[src/hw/rtl/i2cseq_pkg.sv]
// shared types, codes and constants for the i2c register transaction sequencer
package i2cseq_pkg;

	// input item kinds
	localparam logic [1:0] CMD_WRITE = 2'd0;
	localparam logic [1:0] CMD_READ  = 2'd1;
	localparam logic [1:0] CMD_EVENT = 2'd2;
	localparam logic [1:0] CMD_TICK  = 2'd3;

	// result actions
	localparam logic [2:0] ACT_START   = 3'd0;
	localparam logic [2:0] ACT_SEND    = 3'd1;
	localparam logic [2:0] ACT_RACK    = 3'd2;
	localparam logic [2:0] ACT_RNACK   = 3'd3;
	localparam logic [2:0] ACT_STOP    = 3'd4;
	localparam logic [2:0] ACT_DELIVER = 3'd5;
	localparam logic [2:0] ACT_DONE    = 3'd6;

	// error codes
	localparam logic [2:0] ERR_OK      = 3'd0;
	localparam logic [2:0] ERR_TIMEOUT = 3'd1;
	localparam logic [2:0] ERR_START   = 3'd2;
	localparam logic [2:0] ERR_ADDR_W  = 3'd3;
	localparam logic [2:0] ERR_ADDR_R  = 3'd4;
	localparam logic [2:0] ERR_DATA    = 3'd5;

	// masked bus status codes
	localparam logic [7:0] ST_MASK    = 8'hF8;
	localparam logic [7:0] ST_START   = 8'h08;
	localparam logic [7:0] ST_RSTART  = 8'h10;
	localparam logic [7:0] ST_SLAW    = 8'h18;
	localparam logic [7:0] ST_TX_ACK  = 8'h28;
	localparam logic [7:0] ST_SLAR    = 8'h40;
	localparam logic [7:0] ST_RX_ACK  = 8'h50;
	localparam logic [7:0] ST_RX_NACK = 8'h58;
	localparam logic [7:0] BYTE_FAIL  = 8'hFF;

	localparam logic [15:0] TIMEOUT_RESET = 16'd20000;
	localparam logic [15:0] WAIT_MAX      = 16'hFFFF;
	localparam int          MAX_READ_LEN_DEF = 64;

	// results per item and result queue depth
	localparam int MAX_RES   = 3;
	localparam int RES_DEPTH = 8;
	localparam int RES_PTR_W = $clog2(RES_DEPTH);
	localparam int RES_CNT_W = $clog2(RES_DEPTH + 1);

	// port widths
	localparam int IN_DATA_W  = 48;
	localparam int OUT_DATA_W = 16;

	typedef struct packed {
		logic [6:0] dev_addr;
		logic [7:0] reg_addr;
		logic [7:0] wr_data;
		logic [6:0] count;
		logic [7:0] bus_status;
		logic [7:0] bus_data;
		logic [1:0] cmd;
	} item_t;

	typedef struct packed {
		logic [2:0] action;
		logic [7:0] out_byte;
		logic [2:0] error_code;
		logic       last;
	} res_t;

	// results of one item handed from the core to the result queue
	typedef struct packed {
		logic [1:0]           num;
		res_t [MAX_RES-1:0]   res;
	} push_t;

	function automatic res_t mk_res(logic [2:0] act, logic [7:0] b, logic [2:0] err);
		res_t r;
		r.action     = act;
		r.out_byte   = b;
		r.error_code = err;
		r.last       = 1'b0;
		return r;
	endfunction

endpackage

[src/hw/rtl/i2cseq_core.sv]
// input register, transaction state and per-item result logic
module i2cseq_core
	import i2cseq_pkg::*;
#(
	parameter int MAX_READ_LEN = MAX_READ_LEN_DEF
) (
	input  logic        clk,
	input  logic        arst_n,
	input  logic        cfg_wr_en,
	input  logic [15:0] cfg_wr_data,
	input  logic        in_valid,
	output logic        in_ready,
	input  item_t       in_item,
	input  logic        room,
	output push_t       push
);

	typedef enum logic [2:0] {
		PH_IDLE, PH_START, PH_SLAW, PH_REG, PH_WDATA, PH_RSTART, PH_SLAR, PH_RDATA
	} phase_t;

	phase_t      phase_q, phase_nx;
	logic [6:0]  addr_q, addr_nx;
	logic [7:0]  reg_q, reg_nx;
	logic [7:0]  wbyte_q, wbyte_nx;
	logic [6:0]  left_q, left_nx;
	logic        rd_q, rd_nx;
	logic [15:0] wait_q, wait_nx;
	logic [2:0]  ferr_q, ferr_nx;
	logic [15:0] limit_q;

	logic        valid_s1;
	item_t       item_s1;
	logic        fire;

	res_t [MAX_RES-1:0] res;
	logic [1:0]  num;

	// input stage
	assign fire     = valid_s1 && room;
	assign in_ready = !valid_s1 || room;

	always_ff @(posedge clk or negedge arst_n) begin
		if (!arst_n) begin
			valid_s1 <= 1'b0;
		end else if (in_ready) begin
			valid_s1 <= in_valid;
		end
	end

	always_ff @(posedge clk) begin
		if (in_ready && in_valid) begin
			item_s1 <= in_item;
		end
	end

	// timeout register
	always_ff @(posedge clk or negedge arst_n) begin
		if (!arst_n) begin
			limit_q <= TIMEOUT_RESET;
		end else if (cfg_wr_en) begin
			limit_q <= cfg_wr_data;
		end
	end

	// next state and results of the item in the input stage
	always_comb begin
		logic        busy;
		logic        do_adv;
		logic        ok;
		logic [2:0]  err;
		logic [7:0]  rx;
		logic [7:0]  expect_st;
		logic [2:0]  ph_err;
		logic [6:0]  cnt;
		logic [6:0]  left_dec;
		logic [15:0] wait_inc;

		phase_nx = phase_q;
		addr_nx  = addr_q;
		reg_nx   = reg_q;
		wbyte_nx = wbyte_q;
		left_nx  = left_q;
		rd_nx    = rd_q;
		wait_nx  = wait_q;
		ferr_nx  = ferr_q;
		res      = '0;
		num      = 2'd0;
		busy     = (phase_q != PH_IDLE);
		do_adv   = 1'b0;
		ok       = 1'b0;
		err      = ERR_OK;
		rx       = 8'h00;
		cnt      = ({1'b0, item_s1.count} > 8'(MAX_READ_LEN)) ? 7'(MAX_READ_LEN)
			: item_s1.count;
		left_dec = (left_q != 7'd0) ? left_q - 7'd1 : 7'd0;
		wait_inc = (wait_q != WAIT_MAX) ? wait_q + 16'd1 : WAIT_MAX;

		// status expected for the pending bus command
		unique case (phase_q)
			PH_START:  expect_st = ST_START;
			PH_SLAW:   expect_st = ST_SLAW;
			PH_REG:    expect_st = ST_TX_ACK;
			PH_WDATA:  expect_st = ST_TX_ACK;
			PH_RSTART: expect_st = ST_RSTART;
			PH_SLAR:   expect_st = ST_SLAR;
			default:   expect_st = (left_q > 7'd1) ? ST_RX_ACK : ST_RX_NACK;
		endcase

		unique case (phase_q)
			PH_START, PH_RSTART: ph_err = ERR_START;
			PH_SLAW:             ph_err = ERR_ADDR_W;
			PH_SLAR:             ph_err = ERR_ADDR_R;
			default:             ph_err = ERR_DATA;
		endcase

		// item kind
		unique case (item_s1.cmd)
			CMD_WRITE, CMD_READ: begin
				if (!busy) begin
					addr_nx  = item_s1.dev_addr;
					reg_nx   = item_s1.reg_addr;
					wbyte_nx = item_s1.wr_data;
					rd_nx    = item_s1.cmd[0];
					ferr_nx  = ERR_OK;
					left_nx  = item_s1.cmd[0] ? cnt : 7'd0;
					wait_nx  = 16'd0;
					if (item_s1.cmd[0] && cnt == 7'd0) begin
						res[0]   = mk_res(ACT_DONE, 8'h00, ERR_OK);
						num      = 2'd1;
						phase_nx = PH_IDLE;
					end else begin
						res[0]   = mk_res(ACT_START, 8'h00, ERR_OK);
						num      = 2'd1;
						phase_nx = PH_START;
					end
				end
			end
			CMD_EVENT: begin
				if (busy) begin
					do_adv = 1'b1;
					ok     = ((item_s1.bus_status & ST_MASK) == expect_st);
					err    = ph_err;
					rx     = item_s1.bus_data;
				end
			end
			default: begin
				if (busy) begin
					wait_nx = wait_inc;
					if (wait_inc >= limit_q) begin
						do_adv = 1'b1;
						ok     = 1'b0;
						err    = ERR_TIMEOUT;
					end
				end
			end
		endcase

		// end of the pending bus command
		if (do_adv) begin
			wait_nx  = 16'd0;
			phase_nx = PH_IDLE;
			if (phase_q == PH_RDATA) begin
				if (!ok && ferr_q == ERR_OK) begin
					ferr_nx = err;
				end
				res[0]  = mk_res(ACT_DELIVER, ok ? rx : BYTE_FAIL, ok ? ERR_OK : err);
				left_nx = left_dec;
				if (left_dec != 7'd0) begin
					res[1]   = mk_res((left_dec > 7'd1) ? ACT_RACK : ACT_RNACK, 8'h00, ERR_OK);
					num      = 2'd2;
					phase_nx = PH_RDATA;
				end else begin
					res[1] = mk_res(ACT_STOP, 8'h00, ERR_OK);
					res[2] = mk_res(ACT_DONE, 8'h00, ferr_nx);
					num    = 2'd3;
				end
			end else if (!ok) begin
				// a failed first start leaves the bus without a stop
				if (phase_q == PH_START) begin
					res[0] = mk_res(ACT_DONE, 8'h00, err);
					num    = 2'd1;
				end else begin
					res[0] = mk_res(ACT_STOP, 8'h00, ERR_OK);
					res[1] = mk_res(ACT_DONE, 8'h00, err);
					num    = 2'd2;
				end
			end else begin
				num = 2'd1;
				unique case (phase_q)
					PH_START: begin
						res[0]   = mk_res(ACT_SEND, {addr_q, 1'b0}, ERR_OK);
						phase_nx = PH_SLAW;
					end
					PH_SLAW: begin
						res[0]   = mk_res(ACT_SEND, reg_q, ERR_OK);
						phase_nx = PH_REG;
					end
					PH_REG: begin
						if (rd_q) begin
							res[0]   = mk_res(ACT_START, 8'h00, ERR_OK);
							phase_nx = PH_RSTART;
						end else begin
							res[0]   = mk_res(ACT_SEND, wbyte_q, ERR_OK);
							phase_nx = PH_WDATA;
						end
					end
					PH_WDATA: begin
						res[0] = mk_res(ACT_STOP, 8'h00, ERR_OK);
						res[1] = mk_res(ACT_DONE, 8'h00, ERR_OK);
						num    = 2'd2;
					end
					PH_RSTART: begin
						res[0]   = mk_res(ACT_SEND, {addr_q, 1'b1}, ERR_OK);
						phase_nx = PH_SLAR;
					end
					default: begin
						res[0]   = mk_res((left_q > 7'd1) ? ACT_RACK : ACT_RNACK, 8'h00,
							ERR_OK);
						phase_nx = PH_RDATA;
					end
				endcase
			end
		end

		// mark the final result of this item
		for (int i = 0; i < MAX_RES; i++) begin
			res[i].last = (num == 2'(i + 1));
		end
	end

	// transaction state
	always_ff @(posedge clk or negedge arst_n) begin
		if (!arst_n) begin
			phase_q <= PH_IDLE;
			addr_q  <= '0;
			reg_q   <= '0;
			wbyte_q <= '0;
			left_q  <= '0;
			rd_q    <= 1'b0;
			wait_q  <= '0;
			ferr_q  <= ERR_OK;
		end else if (fire) begin
			phase_q <= phase_nx;
			addr_q  <= addr_nx;
			reg_q   <= reg_nx;
			wbyte_q <= wbyte_nx;
			left_q  <= left_nx;
			rd_q    <= rd_nx;
			wait_q  <= wait_nx;
			ferr_q  <= ferr_nx;
		end
	end

	// results toward the queue
	assign push.num = fire ? num : 2'd0;
	assign push.res = res;

endmodule

[src/hw/rtl/i2cseq_fifo.sv]
// result queue: takes up to three results per cycle, gives one per cycle while the receiver is ready
module i2cseq_fifo
	import i2cseq_pkg::*;
(
	input  logic  clk,
	input  logic  arst_n,
	input  push_t push,
	output logic  room,
	output logic  out_valid,
	input  logic  out_ready,
	output res_t  out_res
);

	res_t                 mem [RES_DEPTH];
	logic [RES_PTR_W-1:0] wr_ptr_q;
	logic [RES_PTR_W-1:0] rd_ptr_q;
	logic [RES_CNT_W-1:0] cnt_q;
	logic                 pop;

	assign room      = (cnt_q <= RES_CNT_W'(RES_DEPTH - MAX_RES));
	assign out_valid = (cnt_q != '0);
	assign out_res   = mem[rd_ptr_q];
	assign pop       = out_valid && out_ready;

	// result storage
	always_ff @(posedge clk) begin
		for (int i = 0; i < MAX_RES; i++) begin
			if (2'(i) < push.num) begin
				mem[wr_ptr_q + RES_PTR_W'(i)] <= push.res[i];
			end
		end
	end

	// pointers and fill count
	always_ff @(posedge clk or negedge arst_n) begin
		if (!arst_n) begin
			wr_ptr_q <= '0;
			rd_ptr_q <= '0;
			cnt_q    <= '0;
		end else begin
			wr_ptr_q <= wr_ptr_q + RES_PTR_W'(push.num);
			rd_ptr_q <= rd_ptr_q + RES_PTR_W'(pop);
			cnt_q    <= cnt_q + RES_CNT_W'(push.num) - RES_CNT_W'(pop);
		end
	end

endmodule

[src/hw/rtl/i2c_register_transaction_sequencer.sv]
// top level of the i2c register transaction sequencer
// One item (request, bus completion or tick) is taken per clock while the result queue
// has room for three results; its results are worked out from the input register and go
// into an eight-entry result queue. Results leave one per clock while the receiver is
// ready, so items that cause three results are held to the output rate; items that cause
// none (most ticks) run at one per clock. tlast marks the final result of an item. The user
// writes timeout_limit through cfg_wr_en / cfg_wr_data only while idle; not enforced here.
module i2c_register_transaction_sequencer
	import i2cseq_pkg::*;
#(
	parameter int MAX_READ_LEN = MAX_READ_LEN_DEF
) (
	input  logic                  clk,
	input  logic                  arst_n,
	input  logic                  cfg_wr_en,
	input  logic [15:0]           cfg_wr_data,
	input  logic                  s_axis_tvalid,
	output logic                  s_axis_tready,
	// dev_addr[6:0], reg_addr[14:7], wr_data[22:15], count[29:23],
	// bus_status[37:30], bus_data[45:38], zero[47:46]
	input  logic [IN_DATA_W-1:0]  s_axis_tdata,
	// cmd[1:0]
	input  logic [1:0]            s_axis_tuser,
	output logic                  m_axis_tvalid,
	input  logic                  m_axis_tready,
	// out_byte[7:0], error_code[10:8], zero[15:11]
	output logic [OUT_DATA_W-1:0] m_axis_tdata,
	// action[2:0]
	output logic [2:0]            m_axis_tuser,
	output logic                  m_axis_tlast
);

	item_t in_item;
	push_t push;
	logic  room;
	res_t  out_res;

	// unpack the input item
	assign in_item.dev_addr   = s_axis_tdata[6:0];
	assign in_item.reg_addr   = s_axis_tdata[14:7];
	assign in_item.wr_data    = s_axis_tdata[22:15];
	assign in_item.count      = s_axis_tdata[29:23];
	assign in_item.bus_status = s_axis_tdata[37:30];
	assign in_item.bus_data   = s_axis_tdata[45:38];
	assign in_item.cmd        = s_axis_tuser;

	i2cseq_core #(
		.MAX_READ_LEN(MAX_READ_LEN)
	) u_core (
		.clk        (clk),
		.arst_n     (arst_n),
		.cfg_wr_en  (cfg_wr_en),
		.cfg_wr_data(cfg_wr_data),
		.in_valid   (s_axis_tvalid),
		.in_ready   (s_axis_tready),
		.in_item    (in_item),
		.room       (room),
		.push       (push)
	);

	i2cseq_fifo u_fifo (
		.clk      (clk),
		.arst_n   (arst_n),
		.push     (push),
		.room     (room),
		.out_valid(m_axis_tvalid),
		.out_ready(m_axis_tready),
		.out_res  (out_res)
	);

	// pack the result item
	assign m_axis_tdata = {5'b0, out_res.error_code, out_res.out_byte};
	assign m_axis_tuser = out_res.action;
	assign m_axis_tlast = out_res.last;

endmodule

[config.mk]
export PLATFORM = sky130hd
export DESIGN_NAME = i2c_register_transaction_sequencer
export DESIGN_NICKNAME = d
export VERILOG_FILES = /design/src/hw/rtl/i2cseq_pkg.sv /design/src/hw/rtl/i2cseq_core.sv /design/src/hw/rtl/i2cseq_fifo.sv /design/src/hw/rtl/i2c_register_transaction_sequencer.sv
export SDC_FILE = /design/constraint.sdc
export NUM_CORES = 1
export LEC_CHECK = 0
export BUFFER_PORTS_ARGS = -buffer_cell sky130_fd_sc_hd__buf_2
export CELL_PAD_IN_SITES_DETAIL_PLACEMENT = 1
export CELL_PAD_IN_SITES_GLOBAL_PLACEMENT = 1
export CORE_ASPECT_RATIO = 0.8
export CORE_UTILIZATION = 30
export CTS_CLUSTER_SIZE = 16
export DETAILED_ROUTE_END_ITERATION = 10
export GPL_ROUTABILITY_DRIVEN = 0
export PLACE_DENSITY = 0.59
export SYNTH_ARGS = -nofsm -noshare
export SYNTH_HDL_FRONTEND = slang
export SYNTH_SLANG_ARGS = --single-unit
[constraint.sdc]
create_clock -name clk -period 14.3 [get_ports clk]
set_input_delay 0.715 -clock clk [delete_from_list [all_inputs] [get_ports clk]]
set_output_delay 0.715 -clock clk [all_outputs]
set_load 0.05 [all_outputs]
==> impl_results.rst, run 1 <==
.. list-table::
   :header-rows: 1

   * - Metric
     - Value
   * - Run status
     - finished, final reports clean
   * - Floorplan Core Area
     - 41000 um^2
   * - Combinational group share of total power
     - 32.1%
   * - Compound-gate portion of the synthesized area
     - 16.9%
   * - Max rail drop VDD
     - 0.000119 V
   * - Number of global-route vias before repair
     - 10152
   * - Area of the mapped netlist
     - 12600 um^2
   * - GRT Residual Overflow
     - 0
   * - Diodes inserted
     - 0
   * - Width of the die
     - 231 um
   * - First-pass iteration count of the detailed router
     - 7
   * - Register clock-pin slew on the reported worst setup and hold paths
     - 60 ps
   * - DIE HEIGHT
     - 186 um
   * - Sw power
     - 941 uW
   * - Clk_skew
     - 30.8 ps
   * - Mean Syn Cell Area
     - 10.2 um^2
   * - Routed wire per std cell
     - 21.4 um
   * - I/O Buffers
     - 82
   * - Static leakage power
     - 0.00562 uW
   * - Endpoint class of the critical path
     - register
   * - Main synth FF type
     - edfxtp_1
   * - Level count of the clock H-tree
     - 1
   * - Switching portion of total power
     - 37.4%
   * - Multiplexer share of the synthesized area
     - 9.85%
   * - Final standard cell area without fillers
     - 14500 um^2
   * - Flop and latch count out of synthesis
     - 245
   * - Place WS
     - 8590 ps
   * - Net count, final
     - 1403
   * - Asr flop ratio synth
     - 32.7%
   * - Ratio of total power to cell area
     - 174 nW/um^2
   * - Required time reported for the critical path endpoint
     - 14470 ps
   * - Number of max-cap violations
     - 0
   * - Antenna violations before repair
     - 0
   * - Simple-gate share of the synthesized area
     - 15.7%
   * - Final Hold Violating Endpoints
     - 0
   * - Quantity of gates resized following cts
     - 0
   * - Cell row count
     - 66
   * - Number of buffers added for setup after CTS
     - 0
   * - PnR worst setup slack
     - 8520 ps
   * - Overall Global Routing Usage
     - 18.8%
   * - CTS Root Cell
     - clkbuf_16
   * - Kind of start point of the critical path
     - register
   * - Max Transition Viols Final
     - 0
   * - Pin count of the biggest net entering global routing
     - 55
   * - Count of flip-flops with a built-in enable after synthesis
     - 93
   * - Final critical delay including setup and external delays
     - 5780 ps
   * - Worst reg2reg setup slack
     - 8520 ps
   * - Arrival time at the worst endpoint
     - 5940 ps
   * - Area Growth Syn to Fin
     - 14.5%
   * - Synth Warn #
     - 0
   * - Fmax
     - 0.173 GHz
   * - Wire length of the first global-routing pass
     - 62.0 mm
   * - HPWL reported at the end of detailed placement
     - 28.9 mm
   * - Share of total power in sequential cells
     - 39.1%
   * - XOR/XNOR share of the synthesized area
     - 1.11%
   * - Mean number of vias per cell
     - 5.35
   * - CTS Buf Count
     - 28
   * - Share of the clock period used by the worst path after layout
     - 40.4%
   * - Setup violators final
     - 0
   * - Initial Utilization
     - 30.8%
   * - Relative slew margins
     - 16.6%
   * - Detailed-route wire length
     - 39.8 mm
   * - Final routed DRC violation total
     - 0
   * - Path class of the lowest-slack min-delay path
     - in -> async
   * - Num ports
     - 93
   * - Cts hold-fix bufs
     - 0
   * - Arithmetic-cell share of the synthesized area counting full adders, half adders and majority gates
     - 3.39%
   * - Cell area after placement
     - 13500 um^2
   * - Worst-margin pin slew
     - 1250 ps
   * - Summed negative setup slack over all endpoints
     - 0 ps
   * - Number of DRC markers in iteration 0
     - 620
   * - CTS tree
     - yes
   * - Die Footprint
     - 42900 um^2
   * - Number of sinks handled by clock tree synthesis
     - 245
   * - DR vias
     - 9972
   * - Portion of the post-synthesis area used by sequential elements
     - 49.4%
   * - Antenna Nets Post-Route
     - 0
   * - Portion of total power attributed to the clock network
     - 28.8%
   * - Largest family of logic cells by synthesized area
     - compound AO/OA/AOI/OAI gates
   * - Setup repair after global routing missed its margin
     - false
   * - Maximum net fanout on the critical path
     - 14
   * - Fraction of final layout cells with drive strength greater than 1
     - 19.5%
   * - Number of distinct library cells after synthesis
     - 83
   * - Clock latency at the later pin of the worst-skew pair
     - 570 ps
   * - Class of the most critical setup path
     - reg -> reg
   * - Bufs on Longest Clock Path
     - 3
   * - Mapped Cells
     - 1237
   * - Internal
     - 1580 uW
-- power by group through the flow --
stage	Clock [uW]	Combinational [uW]	Sequential [uW]
floorplan	0	633	919
global placement	0	795	990
detailed placement	0	813	998
CTS	747	817	984
global route	771	886	1000
finish	726	809	983
-- cell usage after synthesis (20+ instances only) --
master,instances,share of area (%)
a21oi_1,106,4.2
clkbuf_1,42,1.2
dfrtp_1,75,15
dfxtp_1,72,11
edfxtp_1,93,22
ha_1,31,3.1
inv_1,40,1.2
mux2_2,39,3.5
mux4_2,30,5.3
nand2_1,211,6.3
nand3_1,33,1.3
nor2_1,73,2.2
o21ai_0,55,2.2
o21ai_1,20,0.79
-- cell usage in the layout (no fill, tap or decap), types with 8 or more instances in the layout --
master / count
dfrtp_1: 73
a211oi_1: 13
o21ai_1: 20
and2_1: 8
mux4_2: 30
edfxtp_1: 93
a22o_1: 13
and3_1: 12
nand2b_1: 13
nand2_1: 211
a31oi_1: 8
xnor2_1: 8
o21ai_0: 55
clkbuf_16: 31
nand3_1: 33
o221ai_1: 13
a221oi_1: 11
dfxtp_1: 72
nor2_1: 73
mux2_2: 39
buf_2: 81
a21o_1: 8
or3_1: 9
nor4_1: 8
ha_1: 31
nor3_1: 12
xor2_1: 8
a21oi_1: 106
mux2i_1: 13
buf_4: 12
inv_1: 40
-- kinds of logic after synthesis --
family / count (synthesis)
xor gates and xnor gates: 16
adders and majority gates: 33
muxes: 82
buffers and inverters: 108
AOI/OAI and AO/OA: 321
and+or+nand+nor: 431
DFF: 245
other: 1
-- state kept, by name, indices dropped and copies added, names as in the netlist --
name             flops
u_core.rd_q          1
u_core.item_s1      45
u_core.limit_q      16
u_fifo.wr_ptr_q      3
u_core.left_q        7
u_core.reg_q         8
u_core.wbyte_q       8
u_core.addr_q        7
u_core.ferr_q        3
u_core.wait_q       16
u_fifo.rd_ptr_q      3
u_core.phase_q       3
u_core.valid_s1      1
u_fifo.cnt_q         4
u_fifo.mem         120
-- per-stage QoR --
step                hold WS, ps  total power (uW)  utilization [%]  cells
global route               90.6              2660             35.3   1865
CTS                        59.3              2550             35.3   1865
detailed placement          444              1810             33.0   1813
finish                     83.2              2520             35.3   1865
global placement            436              1790             33.0   1813
floorplan                   419              1550                -   1241
-- routing by layer --
layer  vias up  GRT usage (%)  wire length (um)
met5         -              0                 0
met3        36           2.42              1680
li1       4677              -                 -
met1      5025           28.3             20200
met4         0           3.10               446
met2       234           28.8             17500
-- critical path, cell delays in order, from the launching register on --
cell      delay [ps]
dfrtp_1          420
nand3_1          200
nor4_1           600
nand3_1          270
nor2_1           280
and3_1           240
nand3_1          120
o21a_1           130
ha_1             290
a21oi_1          200
nand2_1           90
a21oi_2          400
nand2_1          240
o21ai_2          680
nand2b_1         750
nand3_1          480
-- path summary, 6_finish.rpt --
path / start / end / cells past startpoint
worst max-delay path: u_core.wait_q[2]$_DFFE_PN0P_ / u_fifo.mem[5][0]$_DFFE_PP_ / 15
worst min-delay path: arst_n / u_core.left_q[4]$_DFFE_PN0P_ / 1
worst max register to register: u_core.wait_q[2]$_DFFE_PN0P_ / u_fifo.mem[5][0]$_DFFE_PP_ / 15
worst min register to register: u_fifo.mem[5][5]$_SDFFE_PP0N_ / u_fifo.mem[5][5]$_SDFFE_PP0N_ / 2
max in group asynchronous: arst_n / u_fifo.rd_ptr_q[0]$_DFF_PN0_ / 2
min in group clk: s_axis_tdata[42] / u_core.item_s1[6]$_DFFE_PP_ / 1
-- final cells by class --
cell class                      count  area (um^2)
Clock buffer                       41          843
Clock inverter                     11         95.1
Fill cell                        4612        26600
Inverter                           43          161
Multi-Input combinational cell    888         5950
Sequential cell                   245         6240
Tap cell                          544          681
Timing Repair Buffer               93          495
Power figures use the tool's default switching activity.
==> run 2, diff against run 1 <==
--- a/config.mk
+++ b/config.mk
@@ -13,7 +13,7 @@
 export CTS_CLUSTER_SIZE = 16
 export DETAILED_ROUTE_END_ITERATION = 10
 export GPL_ROUTABILITY_DRIVEN = 0
-export PLACE_DENSITY = 0.59
+export PLACE_DENSITY = 0.61
 export SYNTH_ARGS = -nofsm -noshare
 export SYNTH_HDL_FRONTEND = slang
 export SYNTH_SLANG_ARGS = --single-unit
==> constraint.sdc (replaced) <==
create_clock -name clk -period 5.1 [get_ports clk]
set_input_delay 0.255 -clock clk [delete_from_list [all_inputs] [get_ports clk]]
set_output_delay 0.255 -clock clk [all_outputs]
set_load 0.05 [all_outputs]
==> run 2 against run 1 <==
Effect of this change: final cell count grew 5.0%; non-clock buffer count rose by 96; via count grew 3.8%; largest cell class unchanged; highest routed layer unchanged.
==> impl_results.rst, run 2 (synthesized netlist as in run 1, its figures left out) <==
.. list-table::
   :header-rows: 1

   * - Metric
     - Value
   * - Worst-margin pin slew
     - 1240 ps
   * - DIE HEIGHT
     - 186 um
   * - Share of the clock period used by the worst path after layout
     - 92.3%
   * - Register clock-pin slew on the reported worst setup and hold paths
     - 70 ps
   * - End point of the critical path
     - u_fifo.cnt_q[2]$_DFF_PN0_
   * - CTS Root Cell
     - clkbuf_16
   * - Met3 usage
     - 3.06%
   * - Final Hold Violating Endpoints
     - 0
   * - Most used cells in the layout excluding fill and tap cells
     - nand2_1 (210), a21oi_1 (105), edfxtp_1 (93), buf_2 (81), dfrtp_1 (73)
   * - Most frequent standard cell in the layout excluding fill and tap cells
     - nand2_1
   * - Internal
     - 4460 uW
   * - Share of total power in sequential cells
     - 39.0%
   * - Clock latency at the later pin of the worst-skew pair
     - 580 ps
   * - HPWL reported at the end of detailed placement
     - 29.0 mm
   * - Arrival time at the worst endpoint
     - 5160 ps
   * - Pin count of the biggest net entering global routing
     - 60
   * - Floorplan Core Area
     - 41000 um^2
   * - Setup violators final
     - 0
   * - Count of buffer and inverter cells on the critical path
     - 2
   * - Setup repair after global routing missed its margin
     - false
   * - Num ports
     - 93
   * - Switching portion of total power
     - 37.7%
   * - Path class of the lowest-slack min-delay path
     - in -> async
   * - Final critical delay including setup and external delays
     - 4710 ps
   * - Number of buffers added for setup after CTS
     - 0
   * - Worst reg2reg setup slack
     - 390 ps
   * - Number of sinks handled by clock tree synthesis
     - 245
   * - Level count of the clock H-tree
     - 1
   * - WP depth
     - 20
   * - Relative slew margins
     - 17.1%
   * - Diodes inserted
     - 0
   * - Largest register FFs
     - 120
   * - First-pass iteration count of the detailed router
     - 5
   * - Required time reported for the critical path endpoint
     - 5550 ps
   * - Global Route met1 Usage
     - 27.2%
   * - GR peak layer
     - met2
   * - Cell area after placement
     - 13800 um^2
   * - DR vias
     - 10355
   * - R2R depth
     - 20
   * - CTS Buf Count
     - 27
   * - I/O Buffers
     - 82
   * - Critical path, cell by cell
     - ha_1 -> nand2_1 -> nor2_1 -> and3_1 -> nand4_1 -> or2_4 -> and2_1 -> ha_1 -> nor2_1 -> a21oi_1 -> o41ai_2 -> buf_4 -> a21o_1 -> a21oi_1 -> and3_1 -> nor2_1 -> ha_1 -> inv_1 -> fa_1 -> xnor2_1
   * - Net count, final
     - 1498
   * - Width of the die
     - 231 um
   * - Cell row count
     - 66
   * - Register ranked first by flip-flop count
     - u_fifo.mem
   * - Max rail drop VDD
     - 0.000263 V
   * - Portion of total power attributed to the clock network
     - 28.4%
   * - Fraction of final layout cells with drive strength greater than 1
     - 21.3%
   * - Static leakage power
     - 0.00604 uW
   * - Antenna violations before repair
     - 0
   * - Endpoint class of the critical path
     - register
   * - FF-to-FF End
     - u_fifo.cnt_q[2]$_DFF_PN0_
   * - Final total power
     - 7160 uW
   * - Fmax
     - 0.212 GHz
   * - Overall Global Routing Usage
     - 19.3%
   * - Maximum net fanout on the critical path
     - 19
   * - Final standard cell area without fillers
     - 15400 um^2
   * - Antenna Nets Post-Route
     - 0
   * - Delay of the slowest cell on the worst path
     - 430 ps
   * - Slowest stage cell on the critical path
     - dfrtp_1
   * - Wire length of the first global-routing pass
     - 63.7 mm
   * - Bufs on Longest Clock Path
     - 3
   * - Ratio of total power to cell area
     - 466 nW/um^2
   * - Clk_skew
     - 21.3 ps
   * - Sw power
     - 2700 uW
   * - Number of max-cap violations
     - 0
   * - GRT Residual Overflow
     - 0
   * - Detailed-route wire length
     - 40.7 mm
   * - Met2 global-route usage
     - 30.8%
   * - Summed negative setup slack over all endpoints
     - 0 ps
   * - Die Footprint
     - 42900 um^2
   * - Routed wire per std cell
     - 20.8 um
   * - Combinational group share of total power
     - 32.6%
   * - Mean number of vias per cell
     - 5.29
   * - Beginning of the worst register-to-register path
     - u_core.wait_q[0]$_DFFE_PN0P_
   * - Max Transition Viols Final
     - 0
   * - Number of global-route vias before repair
     - 10756
   * - Worst path top cell family by delay
     - simple AND/OR/NAND/NOR gates
   * - CTS tree
     - yes
   * - Kind of start point of the critical path
     - register
   * - Final routed DRC violation total
     - 0
   * - Run status
     - finished, final reports clean
   * - Top Registers
     - u_fifo.mem: 120 flops, u_core.item_s1: 45 flops
   * - Post-route worst hold slack
     - 114 ps
   * - Area Growth Syn to Fin
     - 21.6%
   * - Source of the critical timing path
     - u_core.wait_q[0]$_DFFE_PN0P_
   * - Number of DRC markers in iteration 0
     - 699
   * - Class of the most critical setup path
     - reg -> reg
   * - Initial Utilization
     - 30.8%
run 2: cell count changes in the layout (fill, tap and decap cells not counted), sizes merged:
| cell | previous run | this run |
|---|---|---|
| dlygate4sd3 | 0 | 63 |
| buf | 93 | 126 |
| clkbuf | 41 | 34 |
| inv | 42 | 46 |
| clkinv | 10 | 7 |
| clkinvlp | 1 | 4 |
| bufinv | 1 | 2 |
run 2: per-stage QoR:
stage / cells / setup slack [ps] / util (%)
floorplan: 1241 / 599 / -
global placement: 1846 / 330 / 33.6
detailed placement: 1846 / 277 / 33.6
CTS: 1959 / 230 / 37.4
global route: 1959 / 45.1 / 37.4
finish: 1959 / 393 / 37.4
run 2: area by class of cell:
type                            instances  area, um^2
Tap cell                              544         681
Clock inverter                         16         165
Inverter                               43         161
Fill cell                            4563       25700
Multi-Input combinational cell        888        5980
Clock buffer                           34         757
Timing Repair Buffer                  189        1370
Sequential cell                       245        6240
run 2: how the worst min path moves through the flow:
stage                     slack [ps]    from  cells after the start                            end
after floorplan                  -40  arst_n                      0   u_core.addr_q[0]$_DFFE_PN0P_
after global placement           160  arst_n                      1  u_core.limit_q[1]$_DFFE_PN0P_
after detailed placement         170  arst_n                      1  u_core.limit_q[3]$_DFFE_PN0P_
after CTS                        110  arst_n                      2  u_core.wait_q[11]$_DFFE_PN0P_
after global routing             130  arst_n                      2  u_core.wait_q[11]$_DFFE_PN0P_
final                            110  arst_n                      2  u_core.wait_q[11]$_DFFE_PN0P_
run 2: what timing repair did:
action | in CTS | in global routing
endpoints found under the setup margin | 0 | 63
gates resized for setup | 0 | 7
hold buffers | 63 | 0
hold endpoints to repair | 83 | 0
run 2: power groups by stage:
stage | registers [uW] | logic (uW) | clock network (uW)
5_1_grt | 2850 | 2550 | 2160
4_1_cts | 2800 | 2340 | 2080
3_5_place_dp | 2840 | 2290 | 0
2_1_floorplan | 2580 | 1770 | 0
6_report | 2790 | 2340 | 2030
3_3_place_gp | 2820 | 2240 | 0
run 2: metal layers:
layer | part of all wire, % | vias up
met5 | 0 | -
met4 | 2.2 | 0
met3 | 4.6 | 55
met2 | 44 | 261
met1 | 49 | 5169
li1 | - | 4870
